`src/hw/rtl/ile_pkg.sv`:
```
`timescale 1ns / 1ps
`default_nettype none

package ile_pkg;

    // Field widths of the command and result words.
    localparam int MODE_W  = 3;
    localparam int POS_W   = 9;
    localparam int VAL_W   = 32;
    localparam int STAT_W  = 2;
    localparam int CNT_W   = 9;

    typedef logic [MODE_W-1:0] mode_t;
    typedef logic [STAT_W-1:0] status_t;
    typedef logic [1:0]        kind_t;

    // Command codes.
    localparam mode_t MODE_READ   = 3'd0;
    localparam mode_t MODE_HEAD   = 3'd1;
    localparam mode_t MODE_TAIL   = 3'd2;
    localparam mode_t MODE_AT     = 3'd3;
    localparam mode_t MODE_DELETE = 3'd4;

    // Result status codes.
    localparam status_t ST_DONE  = 2'd0;
    localparam status_t ST_RANGE = 2'd1;
    localparam status_t ST_FULL  = 2'd2;

    // What the datapath must do for the captured command.
    localparam kind_t KIND_NONE   = 2'd0;
    localparam kind_t KIND_READ   = 2'd1;
    localparam kind_t KIND_INSERT = 2'd2;
    localparam kind_t KIND_DELETE = 2'd3;

    // Value returned by a read past the end of the list.
    localparam logic [VAL_W-1:0] READ_MISS_VALUE = '1;

    // Commands from the controller to the datapath.
    typedef struct packed {
        logic load_item;
        logic decide;
        logic shift;
        logic finish;
        logic load_result;
    } ile_cmd_t;

    // Status from the datapath to the controller.
    typedef struct packed {
        kind_t kind;
        logic  busy;
    } ile_stat_t;

endpackage

`default_nettype wire

```
`src/hw/rtl/ile_ctrl.sv`:
```
`timescale 1ns / 1ps
`default_nettype none

module ile_ctrl (
    input  wire logic               clk,
    input  wire logic               rst_n,
    input  wire logic               in_valid,
    output logic                    in_ready,
    output logic                    out_valid,
    input  wire logic               out_ready,
    input  wire ile_pkg::ile_stat_t stat,
    output ile_pkg::ile_cmd_t       cmd
);
    import ile_pkg::*;

    localparam logic [2:0] S_IDLE   = 3'd0;
    localparam logic [2:0] S_DECIDE = 3'd1;
    localparam logic [2:0] S_RDWAIT = 3'd2;
    localparam logic [2:0] S_SHIFT  = 3'd3;
    localparam logic [2:0] S_FINISH = 3'd4;
    localparam logic [2:0] S_DONE   = 3'd5;

    logic [2:0] state_reg, state_next;
    logic       out_valid_reg, out_valid_next;
    logic       slot_free;

    assign in_ready  = (state_reg == S_IDLE);
    assign out_valid = out_valid_reg;
    assign slot_free = !out_valid_reg || out_ready;

    // Commands follow from the state and the input and output handshakes.
    always_comb
    begin
        cmd.load_item   = in_valid && in_ready;
        cmd.decide      = (state_reg == S_DECIDE);
        cmd.shift       = (state_reg == S_SHIFT);
        cmd.finish      = (state_reg == S_FINISH);
        cmd.load_result = (state_reg == S_DONE) && slot_free;
    end

    // Sequencer.
    always_comb
    begin
        state_next = state_reg;
        unique case (state_reg)
            S_IDLE:
            begin
                if (in_valid)
                    state_next = S_DECIDE;
            end
            S_DECIDE:
            begin
                unique case (stat.kind)
                    KIND_READ:   state_next = S_RDWAIT;
                    KIND_INSERT: state_next = S_SHIFT;
                    KIND_DELETE: state_next = S_SHIFT;
                    default:     state_next = S_DONE;
                endcase
            end
            S_RDWAIT:
                state_next = S_DONE;
            S_SHIFT:
            begin
                if (!stat.busy)
                    state_next = S_FINISH;
            end
            S_FINISH:
                state_next = S_DONE;
            S_DONE:
            begin
                if (slot_free)
                    state_next = S_IDLE;
            end
            default:
                state_next = S_IDLE;
        endcase
    end

    // Output word valid flag.
    always_comb
    begin
        if (cmd.load_result)
            out_valid_next = 1'b1;
        else if (out_ready)
            out_valid_next = 1'b0;
        else
            out_valid_next = out_valid_reg;
    end

    always_ff @(posedge clk or negedge rst_n)
    begin
        if (!rst_n)
        begin
            state_reg     <= S_IDLE;
            out_valid_reg <= 1'b0;
        end
        else
        begin
            state_reg     <= state_next;
            out_valid_reg <= out_valid_next;
        end
    end

    // A new result never overwrites a word that is still waiting.
    assert property (@(posedge clk) disable iff (!rst_n)
        cmd.load_result |-> (!out_valid_reg || out_ready))
        else $error("result loaded over a pending word");

endmodule

`default_nettype wire

```
`config.mk`:
```
export PLATFORM = sky130hd
export DESIGN_NAME = ile_ctrl
export DESIGN_NICKNAME = d
export VERILOG_FILES = /design/src/hw/rtl/ile_pkg.sv /design/src/hw/rtl/ile_ctrl.sv
export SDC_FILE = /design/constraint.sdc
export NUM_CORES = 1
export LEC_CHECK = 0
export ABC_AREA = 1
export BUFFER_PORTS_ARGS = -buffer_cell sky130_fd_sc_hd__buf_4
export CORE_AREA = 2 2 39 41
export CTS_CLUSTER_DIAMETER = 60
export CTS_CLUSTER_SIZE = 10
export DETAILED_ROUTE_END_ITERATION = 16
export DIE_AREA = 0 0 41 43
export GPL_TIMING_DRIVEN = 0
export PLACE_DENSITY_LB_ADDON = 0.1
export SLEW_MARGIN = 20
export SYNTH_ARGS = -nofsm -noshare
export SYNTH_HDL_FRONTEND = slang
export SYNTH_SLANG_ARGS = --single-unit
```
`constraint.sdc`:
```
create_clock -name clk -period 1.6 [get_ports clk]
set_input_delay 0.08 -clock clk [delete_from_list [all_inputs] [get_ports clk]]
set_output_delay 0.08 -clock clk [all_outputs]
set_load 0.1 [all_outputs]
```
==> impl_results.md, run 1 <==
* Syn Area/Cell at 6.995 um^2
* Setup Buffers After CTS at 0
* CTS HTree Levels at 1
* Final period utilization at 90.91%
* CP required at around 1.5 ns
* # IOs at 14
* Worst slew margin at roughly 82%
* Remaining antenna violation count after routing at 0
* Area of the mapped netlist at a little over 300 um^2
* Root Buffer: clkbuf_4
* Worst-skew pair later-pin latency at 0.23 ns
* Fin area at 469.2 um^2
* Sequential Area at 100.1 um^2
* Port-buffer cells at 13
* Max-slew violations at 0
* TritonCTS clock tree: yes
* CTS Buffer Depth at 2
* Placed cell area at between 400 and 500 um^2
* Chip height at 43 um
* Vias in the first global route at 304
* CP Capture Type: primary output
* Worst slew pin tran at 0.2792 ns
* Synth Instances at 44
* Ant. Diodes at 0
* Fin Clk Skew at 0.003767 ns
* Post-synthesis sequential area ratio at 32.52%
* Fmax at 687.5 MHz
* Startpoint types: flop
* Num rows at 14
* Clock slew at reported path FFs at 0.04 ns
* FF+latch count, synth at 4
* Share of cells above drive strength 1 at 47.54%
* Kind of critical path: flop to primary output
* Commonest non-fill, non-tap cell in the layout: buf_4
* Area growth from synthesis to layout at 52.44%
* Die X at 41 um
* Congestion Overflow GR at 0
* Die ar. at about 0.0018 mm^2
* Pin count of the biggest net entering global routing at 7
* Tmin final at 1.454 ns
* Critical-path cell list: inv_1 -> nand3_2 -> a21oi_1 -> buf_4 -> buf_6
* Max_cap viols at 0
* Crit-path slowest cell: dfrtp_1
* Area of the multi-input gates at 170.2 um^2
* Post-detailed-route DRC marker count at 0
* Placed Cells at 73
* Max incr delay on CP at between 0.4 and 0.5 ns
* # fillers at 170
* Initial core utilization at about 22%
* Core Box Area at 0.001384 mm^2
* Max reg flops at 3
* Nets at 70
* Final Non-Filler Cells at 77
* Syn_nets at 51
* GR Util All Layers at 10.38%
* CTS sink count at 4
* Vias at 316
* Pre-antenna DRT Iters at 3
* Final Core Density at roughly a third
* Ys Warns at 0
* Worst reg-to-reg setup slack at 0.49 ns
* Vias per cell at a little over 4
* Total Wirelength at 680 um
* Hold slack final at 0.1418 ns
* Wire per inst at 8.831 um
* Worst EP arrival at 1.37 ns
* DP HPWL at ~560 um
* HP Class: primary input to flop
* Outcome: complete, no violations
* 1st-iter DRT viols at 3
* Final Hold Vio Count at 0
* Commonest cells after routing, fill and taps aside: buf_4 (13), inv_1 (9), nand2_1 (8)
* Global-route wire length before repair at 1221 um
* Final setup fails at 0
* Crit-path max FO at 6
* Initial antenna violation count at 0
* Routability cong. at 0.6826
* Cts bufs inserted at 3
* Unique masters post-synth at 17
* RSZ-0062 raised after global routing: false
cell usage after synthesis, drive strengths merged:
master | number | share of area [%]
nor3 | 1 | 1.6
o31ai | 1 | 2.4
nand2 | 11 | 16
nand4 | 1 | 2.0
o21ai | 1 | 2.8
dfrtp | 4 | 33
nand3 | 5 | 11
o21bai | 1 | 2.4
nor2 | 7 | 13
a21oi | 1 | 1.6
buf | 1 | 2.4
inv | 10 | 12
layer usage:
metal,global-route usage [%],vias to the layer above,part of all wire [%]
met5,0,-,0
met4,4.000,0,0
met3,4.712,0,5.1
met2,13.75,9,50
met1,14.33,138,45
li1,-,169,-
worst max-delay path: cells and delay by family, from the launching register on:
family | cells | cell delay (ns)
buffers and inverters | 3 | 0.46
flip-flops | 1 | 0.43
AO/OA/AOI/OAI | 1 | 0.15
AND/OR/NAND/NOR | 1 | 0.11
through the flow:
step	setup slack (ns)	setup TNS (ns)
after floorplan	-0.1295	-0.1295
after global placement	0.3340	0
after detailed placement	0.3276	0
after CTS	0.07706	0
after global routing	0.01916	0
final	0.1455	0
area by class of cell:
type / instances / area share [%]
Multi-Input combinational cell: 29 / 36.27
Timing Repair Buffer: 14 / 23.73
Sequential cell: 4 / 21.33
Inverter: 10 / 8.000
Clock buffer: 3 / 4.800
Tap cell: 16 / 4.267
Buffer: 1 / 1.600
repair_timing:
action / in CTS / in global routing
hold endpoints to repair: 4 / 0
endpoints found under the setup margin: 0 / 1
resized for setup: 0 / 1
hold buffers: 1 / 0
logic make-up after synthesis:
group | after synthesis | share of synthesized area, %
compound gates | 4 | 9.350
flops | 4 | 32.52
simple gates | 25 | 43.49
buf+inv | 11 | 14.63
final timing paths:
| kind | cells after the start | startpoint | endpoint |
|---|---|---|---|
| min in group asynchronous | 2 | rst_n | out_valid |
| max in group asynchronous | 2 | rst_n | state_reg[2] |
| max reg2reg | 6 | state_reg[1] | state_reg[2] |
| min | 3 | in_valid | state_reg[0] |
| min reg2reg | 2 | out_valid | out_valid |
| max | 5 | state_reg[1] | cmd[0] |
Power of run 1 is not shown: default switching activity piles up to over one toggle a cycle in this logic, so the estimate is an artifact.
==> run 2: changes to the inputs <==
ABC_AREA = unset   (was 1)
==> impl_results.md, run 2 <==
* Post-synth EDFFs at 0 (unchanged)
* Crit-path slowest cell: dfrtp_1
* Count leader, synth: dfrtp_1
* Most common cell type on the critical path: buf_4
* Vias in the first global route at 256 (-16%)
* Remaining antenna violation count after routing at 0 (unchanged)
* Post-synth ARST share at 100.0% (unchanged)
* Syn_nets at 38 (-25%)
* Area of the multi-input gates at 193.9 um^2 (+14%)
* # fillers at 153 (-10%)
* CP Capture Type: primary output
* Worst slew margin at 80.35% (-1.2 points)
* Vias at 282 (-11%)
* TritonCTS clock tree: yes
* Final Hold Vio Count at 0 (unchanged)
* Share of cells above drive strength 1 at 57.14% (+9.6 points)
* Crit-path max FO at 10 (+4)
* Post-detailed-route DRC marker count at 0 (unchanged)
* Die X at 41 um (unchanged)
* Root Buffer: clkbuf_4
* Clock slew at reported path FFs at 0.04 ns (about the same)
* Wire per inst at 11.14 um (+26%)
* Area of the mapped netlist at 297.8 um^2 (-3.3%)
* Commonest non-fill, non-tap cell in the layout: buf_4
* Worst r2r path cells at 3 (-3)
* Pre-antenna DRT Iters at 4 (+1)
* Final Core Density at 35.17% (+1.3 points)
* Critical-path cell list: buf_6 -> nand2b_4 -> nor2_1 -> buf_4 -> buf_4
* Syn Area/Cell at 9.606 um^2 (+37%)
* Nets at 57 (-19%)
* Max_cap viols at 0 (unchanged)
* Chip height at 43 um (unchanged)
* FF+latch count, synth at 4 (unchanged)
* Final period utilization at 93.20% (+2.3 points)
* Global-route wire length before repair at 1048 um (-14%)
* Dominant cell type by area after synthesis: dfrtp_1
* Outcome: complete, no violations
* Top post-synthesis cells by count: dfrtp_1 (4), inv_1 (3)
* Total Wirelength at 724 um (+6.5%)
* Congestion Overflow GR at 0 (unchanged)
* CTS Buffer Depth at 2 (unchanged)
* Num rows at 14 (unchanged)
* Worst-skew pair later-pin latency at 0.24 ns (about the same)
* 1st-iter DRT viols at 6 (+3)
* Sequential Area at 101.3 um^2 (+1.2%)
* Max incr delay on CP at 0.37 ns (-0.06 ns)
* Die ar. at 0.001763 mm^2 (unchanged)
* Pin count of the biggest net entering global routing at 11 (+4)
* Cts bufs inserted at 3 (unchanged)
* Synth area leaders: dfrtp_1 (34%), nor4b_4 (8.0%), a2111oi_2 (5.0%)
* CTS HTree Levels at 1 (unchanged)
* Initial antenna violation count at 0 (unchanged)
* Max reg flops at 3 (unchanged)
* Worst hold stages at 3 (unchanged)
* Post-synth top area share at 33.61% (+1.1 points)
* GR Util All Layers at 9.045% (-1.3 points)
* CTS sink count at 4 (unchanged)
* Commonest cells after routing, fill and taps aside: buf_4 (15), inv_1 (3), clkbuf_4 (3), dfrtp_1 (3)
* Max-slew violations at 0 (unchanged)
* Area growth from synthesis to layout at 63.45%
* CP required at 1.52 ns (about the same)
* Hold slack final at 0.1213 ns (-0.02057 ns)
* Worst EP arrival at 1.41 ns (+0.04 ns)
* Ys Warns at 0 (unchanged)
* # IOs at 14 (unchanged)
* Port-buffer cells at 13 (unchanged)
* DP HPWL at 537.8 um (-4.5%)
* Routability cong. at 0.7344 (+7.6%)
* Tmin final at 1.491 ns (+0.03667 ns)
* Ant. Diodes at 0 (unchanged)
* Final setup fails at 0 (unchanged)
* HP Class: primary input to flop
* Worst slew pin tran at 0.2942 ns (+0.01491 ns)
* Commonest register cell after synthesis: dfrtp_1
* Fin Clk Skew at 0.0008607 ns (-0.002906 ns)
* Fmax at 670.6 MHz (-2.5%)
* RSZ-0062 raised after global routing: false
* Setup TNS at 0 ns (unchanged)
* Kind of critical path: flop to primary output
* Vias per cell at 4.338 (+5.7%)
* Core Box Area at 0.001384 mm^2 (unchanged)
* Startpoint types: flop
* Post-synthesis sequential area ratio at 33.61% (+1.1 points)
* Synth Instances at 31 (-30%)
* Unique masters post-synth at 19 (+2)
* Initial core utilization at 21.52% (-0.72 points)
==> run 2: changes by cell type after synthesis, moves of 3 or more <==
cell	previous run	this run
inv_1	9	3
nand2_1	8	2
nand2_2	3	0
nand3_1	3	0
==> run 2: final timing paths <==
path / startpoint / to / slack (ns)
worst min register to register: out_valid / out_valid / 0.54
worst min-delay path: stat[2] / state_reg[0] / 0.12
min in group asynchronous: rst_n / out_valid / 0.17
worst max-delay path: state_reg[1] / cmd[0] / 0.11
max in group asynchronous: rst_n / state_reg[2] / 1.32
worst max register to register: state_reg[1] / state_reg[1] / 0.54
==> run 2: worst max-delay path, delay by kind of cell, from the launching register on <==
family / cells / cell delay (ns)
flip-flops: 1 / 0.37
buffers and inverters: 3 / 0.52
AND/OR/NAND/NOR: 2 / 0.27
==> run 2: cell type report <==
cell class / instances / area share, %
buffer: 3 / 5.398
clock buffer: 4 / 5.398
inverter: 3 / 2.314
multi-input combinational: 21 / 39.85
sequential: 4 / 20.82
tap: 16 / 4.113
timing repair buffer: 14 / 22.11
==> run 2: metrics by stage <==
step | std cells | cell area, um^2 | worst slack [ns]
floorplan | 31 | 332.8 | -0.2717
CTS | 65 | 486.7 | 0.09127
global placement | 60 | 450.4 | 0.3785
finish | 65 | 486.7 | 0.1088
detailed placement | 60 | 450.4 | 0.3719
global route | 65 | 486.7 | 0.04730
==> run 2: routing by layer <==
layer	up-vias	routed length (um)	GRT usage (%)
li1	142	-	-
met1	126	340	12.58
met2	14	312	11.25
met3	0	71	6.283
met4	0	0	2.000
met5	-	0	0
==> run 2: repair_timing <==
item                                   4_1_cts  5_1_grt
setup buffers                                0        0
gates resized for setup                      0        0
endpoints found under the hold margin        4        0
hold buffers                                 1        0
==> run 2: kinds of logic (layout without fill, tap and decap cells) <==
| logic type | after synthesis | in the layout | synth area share [%] |
|---|---|---|---|
| AOI/OAI and AO/OA | 9 | 9 | 21.01 |
| buffers and inverters | 6 | 24 | 12.60 |
| DFF | 4 | 4 | 33.61 |
| and+or+nand+nor | 12 | 12 | 32.78 |
Power of run 2 is left out for the same reason.
==> run 3: changes to the inputs <==
PLACE_DENSITY = 0.41   (was unset)
PLACE_DENSITY_LB_ADDON = unset   (was 0.1)
==> impl_results.md, run 3 (synthesis gave the netlist of run 2 again) <==
* Outcome: complete, no violations
* Post-detailed-route DRC marker count at 0 (unchanged)
* Root Buffer: clkbuf_4
* TritonCTS clock tree: yes
* # fillers at 144 (-5.9%)
* Fin Clk Skew at 0.007263 ns (+0.006402 ns)
* Most common cell type on the critical path: buf_4
* CTS sink count at 4 (unchanged)
* Area growth from synthesis to layout at 63.45% (unchanged)
* Chip height at 43 um (unchanged)
* RSZ-0062 raised after global routing: false
* Worst r2r src: state_reg[1]
* Setup TNS at 0 ns (unchanged)
* Share of cells above drive strength 1 at 57.14% (unchanged)
* Placed Cells at 60 (unchanged)
* Cts bufs inserted at 3 (unchanged)
* CTS HTree Levels at 1 (unchanged)
* Worst EP arrival at 1.40 ns (about the same)
* Remaining antenna violation count after routing at 0 (unchanged)
* Vias in the first global route at 282 (+10%)
* CP Capture Type: primary output
* Worst slew margin at 81.26% (+0.91 points)
* 1st-iter DRT viols at 1 (-5)
* Final Non-Filler Cells at 65 (unchanged)
* Vias at 277 (-1.8%)
* Max_cap viols at 0 (unchanged)
* # IOs at 14 (unchanged)
* Crit path from: state_reg[1]
* Critical hold path startpoint: stat[2]
* Congestion Overflow GR at 0 (unchanged)
* Core Box Area at 0.001384 mm^2 (unchanged)
* Initial core utilization at 21.52% (unchanged)
* Worst-skew pair later-pin latency at 0.24 ns (about the same)
* Hold slack final at 0.1386 ns (+0.01733 ns)
* Critical-path cell list: buf_6 -> nand2b_4 -> nor2_1 -> buf_4 -> buf_4
* Pin count of the biggest net entering global routing at 11 (unchanged)
* Clock slew at reported path FFs at 0.03 ns (about the same)
* Num rows at 14 (unchanged)
* Max reg flops at 3 (unchanged)
* Crit-path slowest cell: dfrtp_1
* Initial antenna violation count at 0 (unchanged)
* Total Wirelength at 700 um (-3.3%)
* Ant. Diodes at 0 (unchanged)
* Startpoint types: flop
* HP Class: primary input to flop
* Final worst slack at 0.1239 ns (+0.01507 ns)
* CP required at 1.52 ns (about the same)
* Final Hold Vio Count at 0 (unchanged)
* Port-buffer cells at 13 (unchanged)
* Max incr delay on CP at 0.37 ns (about the same)
* Global-route wire length before repair at 1097 um (+4.7%)
* Final setup fails at 0 (unchanged)
* Die X at 41 um (unchanged)
* Routability cong. at 0.7383 (+0.53%)
* Final period utilization at 92.26% (-0.94 points)
* Wire per inst at 10.77 um (-3.3%)
* Die ar. at 0.001763 mm^2 (unchanged)
* GR Util All Layers at 9.658% (+0.61 points)
* Fmax at 677.5 MHz (+1.0%)
* Crit-path max FO at 10 (unchanged)
* Tmin final at 1.476 ns (-0.01507 ns)
* Worst slack at placement at 0.3639 ns (-0.008022 ns)
* Pre-antenna DRT Iters at 2 (-2)
* Setup Buffers After CTS at 0 (unchanged)
* Worst slew pin tran at 0.2805 ns (-0.01365 ns)
* Vias per cell at 4.262 (-1.8%)
* Kind of critical path: flop to primary output
* Max-slew violations at 0 (unchanged)
* CTS Buffer Depth at 2 (unchanged)
* Nets at 57 (unchanged)
* Commonest cells after routing, fill and taps aside: buf_4 (15), inv_1 (3), clkbuf_4 (3), dfrtp_1 (3)
* Commonest non-fill, non-tap cell in the layout: buf_4
==> run 3: cell counts in the layout (fill, tap and decap cells not counted) <==
No cell type changed its count.
==> run 3: area by class of cell <==
class | count | area (um^2) | share of cell area (%)
Inverter | 3 | 11.26 | 2.314
Tap cell | 16 | 20.02 | 4.113
Timing Repair Buffer | 14 | 107.6 | 22.11
Multi-Input combinational cell | 21 | 193.9 | 39.85
Buffer | 3 | 26.28 | 5.398
Sequential cell | 4 | 101.3 | 20.82
Clock buffer | 4 | 26.28 | 5.398
==> run 3: timing repair <==
action / 4_1_cts / 5_1_grt
endpoints found under the setup margin: 0 / 0
hold buffers: 1 / 0
hold endpoints to repair: 4 / 0
gates resized for setup: 0 / 0
==> run 3: stage by stage <==
stage	instance area (um^2)	utilization, %
global route	486.7	35.17
floorplan	332.8	-
detailed placement	450.4	32.55
CTS	486.7	35.17
global placement	450.4	32.55
finish	486.7	35.17
==> run 3: critical path: cells and delay by family (launching register included) <==
kind	cells	cell delay (ns)
flops	1	0.37
buf+inv	3	0.52
simple gates	2	0.26
==> run 3: metal layers <==
metal | GRT usage [%] | part of all wire, % | vias up
met4 | 10.00 | 1.6 | 0
met1 | 12.30 | 45 | 122
met2 | 12.50 | 47 | 10
met3 | 1.571 | 5.9 | 2
met5 | 0 | 0 | -
li1 | - | - | 143
==> run 3: path summary, 6_finish.rpt <==
kind	slack [ns]	cells past startpoint	end
worst max-delay path	0.12	5	cmd[0]
worst min-delay path	0.14	3	state_reg[0]
worst max register to register	0.55	3	state_reg[1]
worst min register to register	0.54	2	out_valid
max in group asynchronous	1.32	2	state_reg[2]
min in group asynchronous	0.17	2	state_reg[2]
Power of run 3 is left out for the same reason.
